--- src/design/llbd_pkg.sv ---
// Shared constants, types and saturating helpers for the least-loaded batch dispatcher.
package llbd_pkg;

  localparam int MAX_BATCHES = 8;
  localparam int BATCH_W     = $clog2(MAX_BATCHES);
  localparam int CNT_W       = $clog2(MAX_BATCHES + 1);

  localparam int LOAD_W  = 32;
  localparam int COUNT_W = 16;
  localparam int TOK_W   = 20;
  localparam int THR_W   = 34;
  localparam int PCT_W   = 8;
  localparam int BIDX_W  = 3;

  // Divider datapath: wide dividend, narrow constant-like divisor, one digit per cycle.
  localparam int SUM_W     = 40;
  localparam int DVS_W     = 8;
  localparam int DIGIT_W   = 4;
  localparam int DIV_STEPS = SUM_W / DIGIT_W;
  localparam int DSTEP_W   = $clog2(DIV_STEPS);

  localparam int TOKENS_PER_BLOCK = 200;
  localparam int MIN_REQS         = 5;
  localparam int PCT_SCALE        = 100;

  localparam int IN_DATA_W  = 120;
  localparam int IN_USER_W  = 3;
  localparam int OUT_DATA_W = 160;
  localparam int OUT_USER_W = 2;
  localparam int CFG_IDX_W  = 2;
  localparam int CFG_DATA_W = 8;

  localparam logic [CFG_IDX_W-1:0] CFG_COST_MODE = 2'd0;
  localparam logic [CFG_IDX_W-1:0] CFG_ACTIVE    = 2'd1;
  localparam logic [CFG_IDX_W-1:0] CFG_THRESHOLD = 2'd2;

  typedef enum logic [1:0] {
    REQ_PRESET   = 2'd0,
    REQ_DISPATCH = 2'd1,
    REQ_OFFLOAD  = 2'd2
  } req_type_t;

  typedef enum logic [1:0] {
    MODE_NONE      = 2'd0,
    MODE_PER_REQ   = 2'd1,
    MODE_FWD_BLOCK = 2'd2,
    MODE_NEW_TOK   = 2'd3
  } cost_mode_t;

  typedef enum logic [1:0] {
    STAT_OK       = 2'd0,
    STAT_NO_BATCH = 2'd1,
    STAT_OFF_SKIP = 2'd2,
    STAT_FEW_REQ  = 2'd3
  } status_t;

  typedef enum logic [3:0] {
    ST_IDLE,
    ST_COST,
    ST_PRE_RD,
    ST_PRE_WR,
    ST_SCAN,
    ST_WRITE,
    ST_CHECK,
    ST_DIV_AVG,
    ST_MUL,
    ST_THR_GO,
    ST_DIV_THR,
    ST_FIN,
    ST_OUT
  } state_t;

  typedef struct packed {
    logic [LOAD_W-1:0]  dec_load;
    logic [LOAD_W-1:0]  wait_load;
    logic [COUNT_W-1:0] dec_cnt;
    logic [COUNT_W-1:0] wait_cnt;
  } entry_t;

  typedef struct packed {
    logic [BIDX_W-1:0] chosen;
    logic [TOK_W-1:0]  cost;
    logic [LOAD_W-1:0] new_load;
    logic              need;
    logic [LOAD_W-1:0] ideal;
    logic [THR_W-1:0]  thr;
    logic [LOAD_W-1:0] move;
    status_t           status;
  } result_t;

  function automatic logic [LOAD_W-1:0] sat_add(input logic [LOAD_W-1:0] a,
                                                input logic [LOAD_W-1:0] b);
    logic [LOAD_W:0] s;
    s = {1'b0, a} + {1'b0, b};
    return s[LOAD_W] ? {LOAD_W{1'b1}} : s[LOAD_W-1:0];
  endfunction

  function automatic logic [COUNT_W-1:0] sat_inc(input logic [COUNT_W-1:0] a);
    return (a == {COUNT_W{1'b1}}) ? a : a + 1'b1;
  endfunction

  function automatic logic [LOAD_W-1:0] entry_total(input entry_t e);
    return sat_add(e.dec_load, e.wait_load);
  endfunction

endpackage

--- src/design/llbd_state_mem.sv ---
// Per-batch load and count memory with registered read and reset-cleared valid bits.
module llbd_state_mem (
  input  logic                         clk,
  input  logic                         rst_n,
  input  logic                         rd_en,
  input  logic [llbd_pkg::BATCH_W-1:0] rd_addr,
  output llbd_pkg::entry_t             rd_data,
  input  logic                         wr_en,
  input  logic [llbd_pkg::BATCH_W-1:0] wr_addr,
  input  llbd_pkg::entry_t             wr_data
);
  import llbd_pkg::*;

  entry_t                 mem_r [MAX_BATCHES];
  logic [MAX_BATCHES-1:0] valid_r;
  entry_t                 rd_q_r;
  logic                   rd_vld_r;

  always_ff @(posedge clk) begin
    if (wr_en) begin
      mem_r[wr_addr] <= wr_data;
    end
    if (rd_en) begin
      rd_q_r <= mem_r[rd_addr];
    end
  end

  always_ff @(posedge clk) begin
    if (!rst_n) begin
      valid_r  <= '0;
      rd_vld_r <= 1'b0;
    end else begin
      if (wr_en) begin
        valid_r[wr_addr] <= 1'b1;
      end
      if (rd_en) begin
        rd_vld_r <= valid_r[rd_addr];
      end
    end
  end

  // An entry never written since reset reads as zero.
  assign rd_data = rd_vld_r ? rd_q_r : '0;

endmodule

--- src/design/llbd_div.sv ---
// Iterative unsigned divider retiring four quotient bits per cycle.
module llbd_div (
  input  logic                       clk,
  input  logic                       rst_n,
  input  logic                       start,
  input  logic [llbd_pkg::SUM_W-1:0] dividend,
  input  logic [llbd_pkg::DVS_W-1:0] divisor,
  output logic                       done,
  output logic [llbd_pkg::SUM_W-1:0] quotient,
  output logic [llbd_pkg::DVS_W-1:0] remainder
);
  import llbd_pkg::*;

  logic               busy_r;
  logic               done_r;
  logic [DSTEP_W-1:0] step_r;
  logic [SUM_W-1:0]   num_r;
  logic [SUM_W-1:0]   quo_r;
  logic [DVS_W-1:0]   rem_r;
  logic [DVS_W-1:0]   dvs_r;
  logic [DVS_W-1:0]   rem_nxt;
  logic [DIGIT_W-1:0] qdig;

  always_comb begin
    logic [DVS_W:0] t;
    logic [DVS_W-1:0] r;
    r    = rem_r;
    qdig = '0;
    for (int i = 0; i < DIGIT_W; i++) begin
      t = {r, num_r[SUM_W-1-i]};
      if (t >= {1'b0, dvs_r}) begin
        t = t - {1'b0, dvs_r};
        qdig[DIGIT_W-1-i] = 1'b1;
      end
      r = t[DVS_W-1:0];
    end
    rem_nxt = r;
  end

  always_ff @(posedge clk) begin
    if (!rst_n) begin
      busy_r <= 1'b0;
      done_r <= 1'b0;
      step_r <= '0;
    end else begin
      done_r <= 1'b0;
      if (start) begin
        busy_r <= 1'b1;
        step_r <= '0;
      end else if (busy_r) begin
        step_r <= step_r + 1'b1;
        if (step_r == DSTEP_W'(DIV_STEPS - 1)) begin
          busy_r <= 1'b0;
          done_r <= 1'b1;
        end
      end
    end
  end

  always_ff @(posedge clk) begin
    if (start) begin
      num_r <= dividend;
      quo_r <= '0;
      rem_r <= '0;
      dvs_r <= divisor;
    end else if (busy_r) begin
      num_r <= {num_r[SUM_W-DIGIT_W-1:0], {DIGIT_W{1'b0}}};
      quo_r <= {quo_r[SUM_W-DIGIT_W-1:0], qdig};
      rem_r <= rem_nxt;
    end
  end

  assign done      = done_r;
  assign quotient  = quo_r;
  assign remainder = rem_r;

endmodule

--- src/design/least_loaded_batch_dispatcher_unit.sv ---
// Top level of the least-loaded batch dispatcher: request sequencer, datapath and ports.
//
// The dispatcher keeps a decoding load, a waiting load and two request counts for
// each batch in a small state memory (one read and one write per cycle, registered
// read data), and works on one request at a time. A preset request reads the
// entry, merges the preset fields and writes it back before the output handoff. A
// dispatch request scans the active batches through the memory, one read per
// cycle, then writes the chosen entry back; in forwarded-token cost mode the token
// count goes through the shared divider first. An offload check scans and sums the
// active batches and, unless the target holds fewer than 5 requests, runs the
// divider twice (average load rounded up, and threshold percent over 100) with
// one multiply between; a skipped check goes straight to the output handoff. The
// divider, which retires four quotient bits per cycle over a 40-bit dividend,
// sets most of the offload latency. There is no clearing pass after reset: each
// memory entry carries a valid bit that reset clears, so an unwritten batch reads
// as zero loads and counts. A new request may be accepted while the previous
// result is still held in the output register. Configuration writes are always
// ready and must only happen while the block is idle.
module least_loaded_batch_dispatcher_unit (
  input  logic                             clk,
  input  logic                             rst_n,
  // Request channel.
  input  logic                             in_tvalid,
  output logic                             in_tready,
  // tdata, low bit up: batch_index[3], exclude_target[1], request_present[1],
  // fwd_token_count[20], out_token_count[20], cached_token_count[20],
  // preset_load[32], preset_count[16], zero fill[7].
  input  logic [llbd_pkg::IN_DATA_W-1:0]   in_tdata,
  // tuser, low bit up: req_type[2], queue_kind[1].
  input  logic [llbd_pkg::IN_USER_W-1:0]   in_tuser,
  // Result channel.
  output logic                             out_tvalid,
  input  logic                             out_tready,
  // tdata, low bit up: chosen_batch[3], request_cost[20], new_batch_load[32],
  // need_offload[1], ideal_load[32], threshold_load[34], move_amount[32], zero fill[6].
  output logic [llbd_pkg::OUT_DATA_W-1:0]  out_tdata,
  // tuser, low bit up: status[2].
  output logic [llbd_pkg::OUT_USER_W-1:0]  out_tuser,
  // Configuration write channel.
  input  logic                             cfg_valid,
  output logic                             cfg_ready,
  input  logic [llbd_pkg::CFG_IDX_W-1:0]   cfg_index,
  input  logic [llbd_pkg::CFG_DATA_W-1:0]  cfg_data
);
  import llbd_pkg::*;

  // Unpacked request fields.
  logic [BIDX_W-1:0]  in_bidx;
  logic               in_excl;
  logic               in_present;
  logic [TOK_W-1:0]   in_fwd;
  logic [TOK_W-1:0]   in_out_tok;
  logic [TOK_W-1:0]   in_cached;
  logic [LOAD_W-1:0]  in_pre_load;
  logic [COUNT_W-1:0] in_pre_cnt;
  logic [1:0]         in_type;
  logic               in_dec;

  assign in_bidx     = in_tdata[2:0];
  assign in_excl     = in_tdata[3];
  assign in_present  = in_tdata[4];
  assign in_fwd      = in_tdata[24:5];
  assign in_out_tok  = in_tdata[44:25];
  assign in_cached   = in_tdata[64:45];
  assign in_pre_load = in_tdata[96:65];
  assign in_pre_cnt  = in_tdata[112:97];
  assign in_type     = in_tuser[1:0];
  assign in_dec      = in_tuser[2];

  // Configuration registers.
  cost_mode_t       cost_mode_r;
  logic [3:0]       active_r;
  logic [PCT_W-1:0] thr_pct_r;

  assign cfg_ready = 1'b1;

  always_ff @(posedge clk) begin
    if (!rst_n) begin
      cost_mode_r <= MODE_NONE;
      active_r    <= 4'd2;
      thr_pct_r   <= 8'd120;
    end else if (cfg_valid) begin
      case (cfg_index)
        CFG_COST_MODE: cost_mode_r <= cost_mode_t'(cfg_data[1:0]);
        CFG_ACTIVE:    active_r    <= cfg_data[3:0];
        CFG_THRESHOLD: thr_pct_r   <= cfg_data[PCT_W-1:0];
        default: ;
      endcase
    end
  end

  // Effective number of active batches: zero acts as one, clamp at the memory depth.
  logic [CNT_W-1:0] n_act;
  always_comb begin
    if (active_r == 4'd0) begin
      n_act = CNT_W'(1);
    end else if (int'(active_r) > MAX_BATCHES) begin
      n_act = CNT_W'(MAX_BATCHES);
    end else begin
      n_act = CNT_W'(active_r);
    end
  end

  // Sequencer and datapath registers.
  state_t             state_r;
  state_t             state_nxt;
  logic [1:0]         type_r;
  logic [BIDX_W-1:0]  bidx_r;
  logic               dec_r;
  logic               excl_r;
  logic [LOAD_W-1:0]  pre_load_r;
  logic [COUNT_W-1:0] pre_cnt_r;
  logic [TOK_W-1:0]   cost_r;
  logic [CNT_W-1:0]   addr_r;
  logic               pend_r;
  logic [CNT_W-1:0]   pend_idx_r;
  logic               found_r;
  logic [CNT_W-1:0]   best_idx_r;
  logic [LOAD_W-1:0]  best_ld_r;
  entry_t             best_e_r;
  entry_t             tgt_e_r;
  logic [SUM_W-1:0]   total_r;
  logic [LOAD_W-1:0]  ideal_r;
  logic [SUM_W-1:0]   prod_r;
  logic [THR_W-1:0]   thr_r;
  result_t            res_r;

  // State memory and divider hookup.
  logic                mem_rd_en;
  logic [BATCH_W-1:0]  mem_rd_addr;
  entry_t              mem_rd_data;
  logic                mem_wr_en;
  logic [BATCH_W-1:0]  mem_wr_addr;
  entry_t              mem_wr_data;
  logic                div_start;
  logic [SUM_W-1:0]    div_dividend;
  logic [DVS_W-1:0]    div_divisor;
  logic                div_done;
  logic [SUM_W-1:0]    div_quo;
  logic [DVS_W-1:0]    div_rem;

  llbd_state_mem u_mem (
    .clk     (clk),
    .rst_n   (rst_n),
    .rd_en   (mem_rd_en),
    .rd_addr (mem_rd_addr),
    .rd_data (mem_rd_data),
    .wr_en   (mem_wr_en),
    .wr_addr (mem_wr_addr),
    .wr_data (mem_wr_data)
  );

  llbd_div u_div (
    .clk       (clk),
    .rst_n     (rst_n),
    .start     (div_start),
    .dividend  (div_dividend),
    .divisor   (div_divisor),
    .done      (div_done),
    .quotient  (div_quo),
    .remainder (div_rem)
  );

  logic in_accept;
  assign in_tready = (state_r == ST_IDLE);
  assign in_accept = in_tvalid && in_tready;

  logic out_free;
  assign out_free = !out_tvalid || out_tready;

  // Cost that needs no division, taken when the request is accepted.
  logic [TOK_W-1:0] cost_direct;
  always_comb begin
    if (!in_present) begin
      cost_direct = '0;
    end else if (cost_mode_r == MODE_NEW_TOK && in_out_tok > in_cached) begin
      cost_direct = in_out_tok - in_cached;
    end else begin
      cost_direct = TOK_W'(1);
    end
  end

  // Offload check is skipped without touching the memory in these cases.
  logic off_skip;
  assign off_skip = (cost_mode_r == MODE_NONE) || (n_act <= CNT_W'(1)) ||
                    (int'(in_bidx) >= int'(n_act));

  // Entry load seen by the scan, and the merged entries for write-back.
  logic [LOAD_W-1:0]  scan_ld;
  logic               scan_skip;
  entry_t             upd_e;
  entry_t             pre_e;
  logic [COUNT_W:0]   tgt_cnt;
  logic [SUM_W-1:0]   mul_w;
  logic [LOAD_W-1:0]  ideal_calc;

  assign scan_ld   = dec_r ? mem_rd_data.dec_load : entry_total(mem_rd_data);
  assign scan_skip = excl_r && (int'(pend_idx_r) == int'(bidx_r));
  assign tgt_cnt   = {1'b0, tgt_e_r.dec_cnt} + {1'b0, tgt_e_r.wait_cnt};
  assign mul_w     = ideal_r * thr_pct_r;
  assign ideal_calc = div_quo[LOAD_W-1:0] + LOAD_W'(div_rem != '0);

  always_comb begin
    upd_e = best_e_r;
    if (dec_r) begin
      upd_e.dec_load = sat_add(best_e_r.dec_load, LOAD_W'(cost_r));
      upd_e.dec_cnt  = sat_inc(best_e_r.dec_cnt);
    end else begin
      upd_e.wait_load = sat_add(best_e_r.wait_load, LOAD_W'(cost_r));
      upd_e.wait_cnt  = sat_inc(best_e_r.wait_cnt);
    end
    pre_e = mem_rd_data;
    if (dec_r) begin
      pre_e.dec_load = pre_load_r;
      pre_e.dec_cnt  = pre_cnt_r;
    end else begin
      pre_e.wait_load = pre_load_r;
      pre_e.wait_cnt  = pre_cnt_r;
    end
  end

  always_ff @(posedge clk) begin
    if (!rst_n) begin
      state_r <= ST_IDLE;
    end else begin
      state_r <= state_nxt;
    end
  end

  // Next state and memory/divider controls.
  always_comb begin
    state_nxt    = state_r;
    mem_rd_en    = 1'b0;
    mem_rd_addr  = addr_r[BATCH_W-1:0];
    mem_wr_en    = 1'b0;
    mem_wr_addr  = best_idx_r[BATCH_W-1:0];
    mem_wr_data  = upd_e;
    div_start    = 1'b0;
    div_dividend = SUM_W'(in_fwd);
    div_divisor  = DVS_W'(TOKENS_PER_BLOCK);
    case (state_r)
      ST_IDLE: begin
        if (in_accept) begin
          case (in_type)
            REQ_PRESET: begin
              state_nxt = (int'(in_bidx) < MAX_BATCHES) ? ST_PRE_RD : ST_OUT;
            end
            REQ_DISPATCH: begin
              if (in_present && cost_mode_r == MODE_FWD_BLOCK) begin
                div_start = 1'b1;
                state_nxt = ST_COST;
              end else begin
                state_nxt = ST_SCAN;
              end
            end
            REQ_OFFLOAD: begin
              state_nxt = off_skip ? ST_OUT : ST_SCAN;
            end
            default: state_nxt = ST_OUT;
          endcase
        end
      end
      ST_COST: begin
        if (div_done) begin
          state_nxt = ST_SCAN;
        end
      end
      ST_PRE_RD: begin
        mem_rd_en   = 1'b1;
        mem_rd_addr = BATCH_W'(bidx_r);
        state_nxt   = ST_PRE_WR;
      end
      ST_PRE_WR: begin
        mem_wr_en   = 1'b1;
        mem_wr_addr = BATCH_W'(bidx_r);
        mem_wr_data = pre_e;
        state_nxt   = ST_OUT;
      end
      ST_SCAN: begin
        mem_rd_en = (addr_r < n_act);
        if (addr_r == n_act && !pend_r) begin
          state_nxt = (type_r == REQ_DISPATCH) ? ST_WRITE : ST_CHECK;
        end
      end
      ST_WRITE: begin
        mem_wr_en = found_r;
        state_nxt = ST_OUT;
      end
      ST_CHECK: begin
        if (tgt_cnt < (COUNT_W+1)'(MIN_REQS)) begin
          state_nxt = ST_OUT;
        end else begin
          div_start    = 1'b1;
          div_dividend = total_r;
          div_divisor  = DVS_W'(n_act);
          state_nxt    = ST_DIV_AVG;
        end
      end
      ST_DIV_AVG: begin
        if (div_done) begin
          state_nxt = ST_MUL;
        end
      end
      ST_MUL: begin
        state_nxt = ST_THR_GO;
      end
      ST_THR_GO: begin
        div_start    = 1'b1;
        div_dividend = prod_r;
        div_divisor  = DVS_W'(PCT_SCALE);
        state_nxt    = ST_DIV_THR;
      end
      ST_DIV_THR: begin
        if (div_done) begin
          state_nxt = ST_FIN;
        end
      end
      ST_FIN: begin
        state_nxt = ST_OUT;
      end
      ST_OUT: begin
        if (out_free) begin
          state_nxt = ST_IDLE;
        end
      end
      default: state_nxt = ST_IDLE;
    endcase
  end

  // Scan control bits need a clean start after reset.
  always_ff @(posedge clk) begin
    if (!rst_n) begin
      pend_r  <= 1'b0;
      found_r <= 1'b0;
      addr_r  <= '0;
    end else begin
      case (state_r)
        ST_IDLE: begin
          pend_r  <= 1'b0;
          found_r <= 1'b0;
          addr_r  <= '0;
        end
        ST_SCAN: begin
          pend_r <= (addr_r < n_act);
          if (addr_r < n_act) begin
            addr_r <= addr_r + 1'b1;
          end
          if (pend_r && !scan_skip && (!found_r || scan_ld < best_ld_r)) begin
            found_r <= 1'b1;
          end
        end
        default: ;
      endcase
    end
  end

  // Payload registers.
  always_ff @(posedge clk) begin
    case (state_r)
      ST_IDLE: begin
        if (in_accept) begin
          type_r     <= in_type;
          bidx_r     <= in_bidx;
          dec_r      <= in_dec;
          excl_r     <= in_excl && (int'(in_bidx) < int'(n_act));
          pre_load_r <= in_pre_load;
          pre_cnt_r  <= in_pre_cnt;
          cost_r     <= cost_direct;
          total_r    <= '0;
          res_r      <= '0;
          if (in_type == REQ_OFFLOAD && off_skip) begin
            res_r.status <= STAT_OFF_SKIP;
          end
        end
      end
      ST_COST: begin
        if (div_done) begin
          cost_r <= div_quo[TOK_W-1:0] + 1'b1;
        end
      end
      ST_SCAN: begin
        pend_idx_r <= addr_r;
        if (pend_r) begin
          total_r <= total_r + SUM_W'(entry_total(mem_rd_data));
          if (int'(pend_idx_r) == int'(bidx_r)) begin
            tgt_e_r <= mem_rd_data;
          end
          if (!scan_skip && (!found_r || scan_ld < best_ld_r)) begin
            best_idx_r <= pend_idx_r;
            best_ld_r  <= scan_ld;
            best_e_r   <= mem_rd_data;
          end
        end
      end
      ST_WRITE: begin
        res_r.cost <= cost_r;
        if (found_r) begin
          res_r.chosen   <= BIDX_W'(best_idx_r);
          res_r.new_load <= dec_r ? upd_e.dec_load : entry_total(upd_e);
        end else begin
          res_r.status <= STAT_NO_BATCH;
        end
      end
      ST_CHECK: begin
        if (tgt_cnt < (COUNT_W+1)'(MIN_REQS)) begin
          res_r.status <= STAT_FEW_REQ;
        end
      end
      ST_DIV_AVG: begin
        if (div_done) begin
          ideal_r <= ideal_calc;
        end
      end
      ST_MUL: begin
        prod_r <= mul_w;
      end
      ST_DIV_THR: begin
        if (div_done) begin
          thr_r <= div_quo[THR_W-1:0];
        end
      end
      ST_FIN: begin
        res_r.new_load <= entry_total(tgt_e_r);
        res_r.ideal    <= ideal_r;
        res_r.thr      <= thr_r;
        if ({2'b00, entry_total(tgt_e_r)} > thr_r) begin
          res_r.need <= 1'b1;
          res_r.move <= (entry_total(tgt_e_r) > ideal_r) ?
                        entry_total(tgt_e_r) - ideal_r : '0;
        end
      end
      default: ;
    endcase
  end

  // Output register: holds one finished result so the next request can start.
  logic                  out_tvalid_r;
  logic [OUT_DATA_W-1:0] out_tdata_r;
  logic [OUT_USER_W-1:0] out_tuser_r;
  logic                  out_load;

  assign out_load = (state_r == ST_OUT) && out_free;

  always_ff @(posedge clk) begin
    if (!rst_n) begin
      out_tvalid_r <= 1'b0;
    end else if (out_load) begin
      out_tvalid_r <= 1'b1;
    end else if (out_tready) begin
      out_tvalid_r <= 1'b0;
    end
  end

  always_ff @(posedge clk) begin
    if (out_load) begin
      out_tdata_r <= {6'b0, res_r.move, res_r.thr, res_r.ideal, res_r.need,
                      res_r.new_load, res_r.cost, res_r.chosen};
      out_tuser_r <= res_r.status;
    end
  end

  assign out_tvalid = out_tvalid_r;
  assign out_tdata  = out_tdata_r;
  assign out_tuser  = out_tuser_r;

endmodule

--- config.mk ---
export PLATFORM = sky130hd
export DESIGN_NAME = least_loaded_batch_dispatcher_unit
export DESIGN_NICKNAME = d
export VERILOG_FILES = /design/src/design/llbd_pkg.sv /design/src/design/llbd_state_mem.sv /design/src/design/llbd_div.sv /design/src/design/least_loaded_batch_dispatcher_unit.sv
export SDC_FILE = /design/constraint.sdc
export NUM_CORES = 2
export LEC_CHECK = 0
export BUFFER_PORTS_ARGS = -buffer_cell sky130_fd_sc_hd__buf_2
export CAP_MARGIN = 40
export CORE_MARGIN = 3
export CORE_UTILIZATION = 49
export DETAILED_ROUTE_END_ITERATION = 8
export PLACE_DENSITY_LB_ADDON = 0.3
export SLEW_MARGIN = 5
export SYNTH_ARGS = -nofsm -noshare
export SYNTH_HDL_FRONTEND = slang
export SYNTH_SLANG_ARGS = --single-unit
--- constraint.sdc ---
create_clock -name clk -period 43.8 [get_ports clk]
set_input_delay 8.76 -clock clk [delete_from_list [all_inputs] [get_ports clk]]
set_output_delay 8.76 -clock clk [all_outputs]
set_load 0.005 [all_outputs]
# Word level (Yosys, flattened, before mapping)
# Memories as Yosys holds them, arrays and structs flattened. A register that Yosys moved wholly into a read port is not among the register bits.
# Cells that the tools add are included.
[op_classes]
mul = 1
n_bitwise = 3
n_lt_le_gt_ge = 17
n_reduce_logical = 56
eq_ne = 37
n_addsub = 19
n_mux = 94
[ops]
columns = ["op", "n"]
rows = [
  ["$mux 32", 14],
  ["$mux 40", 5],
  ["$pmux 99 s2", 1],
  ["$mux 96", 2],
  ["$pmux 40 s2", 2],
  ["$mux 156", 1],
  ["$add 32x32->33", 3],
  ["$mux 16", 6],
  ["$pmux 32 s3", 1],
  ["$mux 20", 4],
  ["$add 32x20->33", 2],
  ["$pmux 23 s2", 1],
  ["$mux 4", 11],
  ["$pmux 4 s11", 1],
  ["$add 40x32->40", 1],
  ["$mul 32x8->40", 1],
  ["$mux 8", 5],
  ["$pmux 20 s2", 1],
  ["$ge 9x8->1", 4],
  ["$gt 32x34->1", 1],
  ["$add 16x1->16 const B", 2],
  ["$add 32x1->32", 1],
  ["$eq 16x16->1 const B", 2],
  ["$gt 32x32->1", 1],
  ["other kinds (52)", 154],
]
[totals]
n_memories = 1
regBits = 894
out_inout_bits = 165
ram_bits = 768
[mem_list]
columns = ["memory", "words", "word_bits", "read_ports", "rd_clocked_by_memory_dff", "write_ports", "line_no", "text"]
rows = [
  ["u_mem.mem_r", 8, 96, 1, 1, 1, "llbd_state_mem.sv:14", "entry_t mem_r [MAX_BATCHES];"],
]

# Depth between registers and ports, before layout
[depth]
ltp_word = 10
mapped_depth = 43
mapped_depth_nobuf = 41

# Hierarchy
# From an unflattened synthesis, not the netlist that was laid out.
[hier_totals]
hier_cells = 6813
area_unflattened_um2 = 90624.4
[by_module_without_submodules]
columns = ["mod", "n_inst", "cells_per_inst", "seq_area_each_um2", "area_per_inst_um2"]
rows = [
  ["least_loaded_batch_dispatcher_unit", 1, 4936, 23442.5, 52211.3],
  ["llbd_state_mem", 1, 1350, 26125.1, 32787.7],
  ["llbd_div", 1, 527, 2522.4, 5625.4],
]

# Least setup slack after synthesis
# No wires, ideal clock.
[synth_path]
path_type = "input to register"
from = "input out_tready"
to = "register out_tdata_r[0] (netlist: out_tdata[0]), enable pin"
path_stages = 2
arrival_time_ns = 19.322
slack_ns = 23.615
n_path_buf = 0
path_cell_list = "nor2b_1 nor3_1"
[synth_via]
elab_chain_len = 2
[synth_lines]
columns = ["element", "line_no", "text"]
rows = [
  ["start: declaration", "least_loaded_batch_dispatcher_unit.sv:33", "input logic out_tready,"],
  ["$logic_or 1x1->1", "least_loaded_batch_dispatcher_unit.sv:169", "assign out_free = !out_tvalid || out_tready;"],
  ["$logic_and 1x1->1", "least_loaded_batch_dispatcher_unit.sv:442", "assign out_load = (state_r == ST_OUT) && out_free;"],
  ["named net out_load", "least_loaded_batch_dispatcher_unit.sv:440", "logic out_load;"],
  ["end signal: assignment", "least_loaded_batch_dispatcher_unit.sv:456", "out_tdata_r <= {6'b0, res_r.move, res_r.thr, res_r.ideal, res_r.need,"],
  ["end: declaration", "least_loaded_batch_dispatcher_unit.sv:438", "logic [OUT_DATA_W-1:0] out_tdata_r;"],
]
# The timed path passes the listed nets, and every way through them passes these cells.
# A chain may end at the register's enable or synchronous reset.

# Final worst setup path
[layout_path]
from = "input in_tdata[46] (netlist name)"
to = "register cost_r[17] (data pin)"
[layout_via]
elab_chain_len = 6
elab_cells_between_ends = 7
classes_between = "add/sub: 1; order compare: 1; mux: 4; reduce/logical: 1"
[layout_lines]
columns = ["element", "line_no", "text"]
rows = [
  ["start: declaration", "least_loaded_batch_dispatcher_unit.sv:28", "input logic [llbd_pkg::IN_DATA_W-1:0] in_tdata,"],
  ["$gt 20x20->1", "least_loaded_batch_dispatcher_unit.sv:176", "end else if (cost_mode_r == MODE_NEW_TOK && in_out_tok > in_cached) begin"],
  ["$logic_and 1x1->1", "least_loaded_batch_dispatcher_unit.sv:176", ""],
  ["$mux 20 (*)", "least_loaded_batch_dispatcher_unit.sv:176", ""],
  ["$mux 20 (*)", "least_loaded_batch_dispatcher_unit.sv:174", "if (!in_present) begin"],
  ["$mux 20 (*)", "least_loaded_batch_dispatcher_unit.sv:361", "if (in_accept) begin"],
  ["$pmux 20 s2 (*)", "least_loaded_batch_dispatcher_unit.sv:359", "case (state_r)"],
  ["end signal: assignment", "least_loaded_batch_dispatcher_unit.sv:368", "cost_r <= cost_direct;"],
  ["end signal: assignment", "least_loaded_batch_dispatcher_unit.sv:378", "cost_r <= div_quo[TOK_W-1:0] + 1'b1;"],
  ["end: declaration", "least_loaded_batch_dispatcher_unit.sv:113", "logic [TOK_W-1:0] cost_r;"],
]
# Mark *: on every way between the ends. The rest lies on a longest branch, timed or not. The select of a mux whose other input is x is not followed.

==> results_dict.tcl <==
set metrics [dict create \
    clock_path_buffers 3 \
    drive_above_1_share 0.151 \
    vias 57300 \
    maxCapViolCount 0 \
    gp_routability_congestion 0.978 \
    p_per_area_nw_per_um2 60.0 \
    place_area_um2 94200 \
    critPathCaptureType "register" \
    setup_viol 0 \
    firstDrtPassIters 6 \
    die-area_um2 187000 \
    core_um2 181000 \
    path_class "input pin to register" \
    initial_core_util 0.493 \
    first_global_vias 57000 \
    root_buffer "clkbuf_16" \
    fmax_ghz 0.0816 \
    cp_data_required_time_ps 44330 \
    worst_pin_slew_ps 1100 \
    vdd_drop_max_mv 0.0917 \
    synthFlopType "edfxtp_1" \
    antenna_found_initial 5 \
    synth_warnings 0 \
    finalCriticalPeriod_ps 12260 \
    stdcell_area_um2 100000 \
    async_flop_share 0 \
    rows 156 \
    cts.clk_slew.worst_paths_ps 60 \
    pin_count 303 \
    fin_crit_sh 0.280 \
    synth_edf_count 1675 \
    crit_top_cell "a21oi_1" \
    clock_skew_ps 42.6 \
    syn_area_um2 89300 \
    clk-insertion-delay-late_ps 840 \
    cp.arrival_ps 12790 \
    routed_wl_um 244000 \
    critPathMaxStageDelay_ps 720 \
    wl_per_cell_um 25.3 \
    antenna_left 0 \
    grt_max_degree 128 \
    min_path_type "register to register" \
    grt_first_pass_wirelength_um 361000 \
    clock-sinks 1757 \
    avgSynthCellArea_um2 13.2 \
    post_cts_buffers 0 \
    syn_to_final_growth_pct 12.4 \
    drc 0 \
    dp_hpwl_um 175000 \
    die_h_um 433 \
    crit_fanout 3 \
    first_iter_violations 5550 \
    rsz0062_at_grt "false" \
    synth.distinct_cells 90 \
    crit_chain "buf_2 > inv_1 > ha_1 > nor2b_1 > o21ai_0 > a21oi_1 > o21ai_0 > nand2b_1 > a21oi_1 > or3_1 > a31oi_1 > a21oi_1 > buf_4 > nand2_1 > a21oi_1 > xor2_1 > o22ai_1" \
    cts_resized 0 \
    ys_seq_area_frac 0.582 \
    fin_tns_setup_ps 0 \
    max_slew_margin 0.269 \
    slowest_stage "xor2_1" \
    cts_tree "built" \
    postSynthCellCount 6780 \
    p_leak_nw 38.7 \
    die_x_um 433 \
    hold_buffers 0 \
    numCtsBuffers 180 \
    cts_htree_levels 4 \
    grt_usage 0.259 \
    viasPerCell 5.95 \
    drv_slew 0 \
    status "finished, final reports clean" \
    cp-start-kind "input pin" \
    synth_seq_cells 1757 \
    finalNetCount 7847 \
    grt_overflow 0 \
    port_buffers 288 \
    hold_viol 0 \
]
## cells by family after synthesis
group,share of synthesized area
mux,0.0754
buf+inv,0.0312
other cells,0.0000841
simple gates,0.0969
flops,0.582
compound gates,0.0824
xor+xnor,0.0327
fa+ha+maj,0.0996
## flip-flops by register name, indices dropped and copies added (netlist names), 16 cells and up
signal and cells:
u_mem.mem_r 768, res_r 156, out_tdata 154, best_e_r 96, tgt_e_r 96, u_mem.rd_q_r 96
prod_r 40, total_r 40, u_div.num_r 40, thr_r 34, u_div.quotient 34, best_ld_r 32
ideal_r 32, pre_load_r 32, cost_r 20, pre_cnt_r 16
## path summary, 6_finish.rpt
| check | from | to | slack, ps | depth (start not counted) |
|---|---|---|---|---|
| max | in_tdata[46] | cost_r[17] | 31540 | 17 |
| min | res_r[39] | out_tdata[93] | 410 | 0 |
| max reg2reg | u_div.dvs_r[1] | u_div.remainder[2] | 34320 | 39 |
| min reg2reg | res_r[39] | out_tdata[93] | 410 | 0 |
## worst max-delay path: cells and delay by family
| family | cells | cell delay [ps] |
|---|---|---|
| compound gates | 8 | 1700 |
| simple gates | 4 | 740 |
| xor+xnor | 1 | 720 |
| fa+ha+maj | 1 | 490 |
| buf+inv | 3 | 370 |
## metal layers
layer	vias to the layer above	track usage	wire, µm
li1	25600	-	-
met1	28800	0.345	97800
met2	2402	0.417	115000
met3	486	0.0408	18600
met4	2	0.128	13100
met5	-	0	14
## cell usage in the layout (no fill, tap or decap), types with 34 or more instances in the layout
master	count
o21a_1	76
mux4_2	194
a22oi_1	34
nor3_1	102
a21o_1	140
ha_1	402
nand2_1	530
and2_1	197
o21ai_0	177
a211oi_1	50
mux2i_1	99
nor2b_1	77
buf_4	90
nand2b_1	89
fa_1	193
edfxtp_1	1675
and3_1	70
inv_1	444
a31oi_1	62
xnor2_1	212
dfxtp_1	80
clkbuf_16	182
nor2_1	473
buf_2	312
xor2_1	121
a21oi_1	330
o21bai_1	43
mux2_2	120
nand4_1	58
nand3_1	90
## power breakdown
part	total (mW)	switching (mW)	internal, mW
Sequential	2.37	0.156	2.22
Clock	1.57	0.669	0.902
Combinational	2.07	1.25	0.825
## synth_stat cells (22+ instances only)
| master | count | area [µm²] |
|---|---|---|
| nand2_1 | 533 | 2000 |
| or3_1 | 22 | 138 |
| clkbuf_1 | 244 | 916 |
| nor3_1 | 106 | 531 |
| o21bai_1 | 43 | 323 |
| xor2_1 | 121 | 1060 |
| a31oi_1 | 63 | 394 |
| o21ai_0 | 181 | 906 |
| a22oi_1 | 34 | 255 |
| nand3_1 | 91 | 455 |
| a21o_1 | 141 | 1060 |
| and3_1 | 71 | 444 |
| nor2_1 | 485 | 1820 |
| a211oi_1 | 50 | 375 |
| o21a_1 | 76 | 571 |
| xnor2_1 | 212 | 1860 |
| fa_1 | 193 | 3860 |
| nand4_1 | 58 | 363 |
| nor4_1 | 23 | 144 |
| inv_1 | 446 | 1670 |
| mux4_2 | 194 | 4370 |
| edfxtp_1 | 1675 | 50300 |
| ha_1 | 402 | 5030 |
| and2_1 | 197 | 1230 |
| buf_1 | 32 | 120 |
| nor2b_1 | 78 | 488 |
| nand2b_1 | 89 | 557 |
| mux2_2 | 120 | 1350 |
| mux2i_1 | 101 | 1010 |
| o31ai_1 | 23 | 173 |
| dfxtp_1 | 82 | 1640 |
| a21oi_1 | 332 | 1660 |
## area by class of cell
| cell class | count | area (µm²) |
|---|---|---|
| diodes | 4 | 10.0 |
| clock buffers | 220 | 4770 |
| clock inverters | 115 | 1340 |
| fillers | 14400 | 80600 |
| inverters | 448 | 1680 |
| multi-input cells | 4296 | 34800 |
| flip-flops and latches | 1757 | 51900 |
| well taps | 2370 | 2970 |
| repair buffers | 431 | 2870 |
## stage by stage
step	utilization	total power, mW	std cells	setup slack (ps)	hold slack [ps]
after floorplan	-	3.85	6785	23620	400
after global placement	0.517	4.38	9247	30700	403
after detailed placement	0.521	4.45	9292	30780	405
after CTS	0.554	6.03	9627	31680	415
after global routing	0.555	6.32	9638	31360	420
final	0.555	6.02	9641	31540	414
Power figures use the tool's default switching activity.
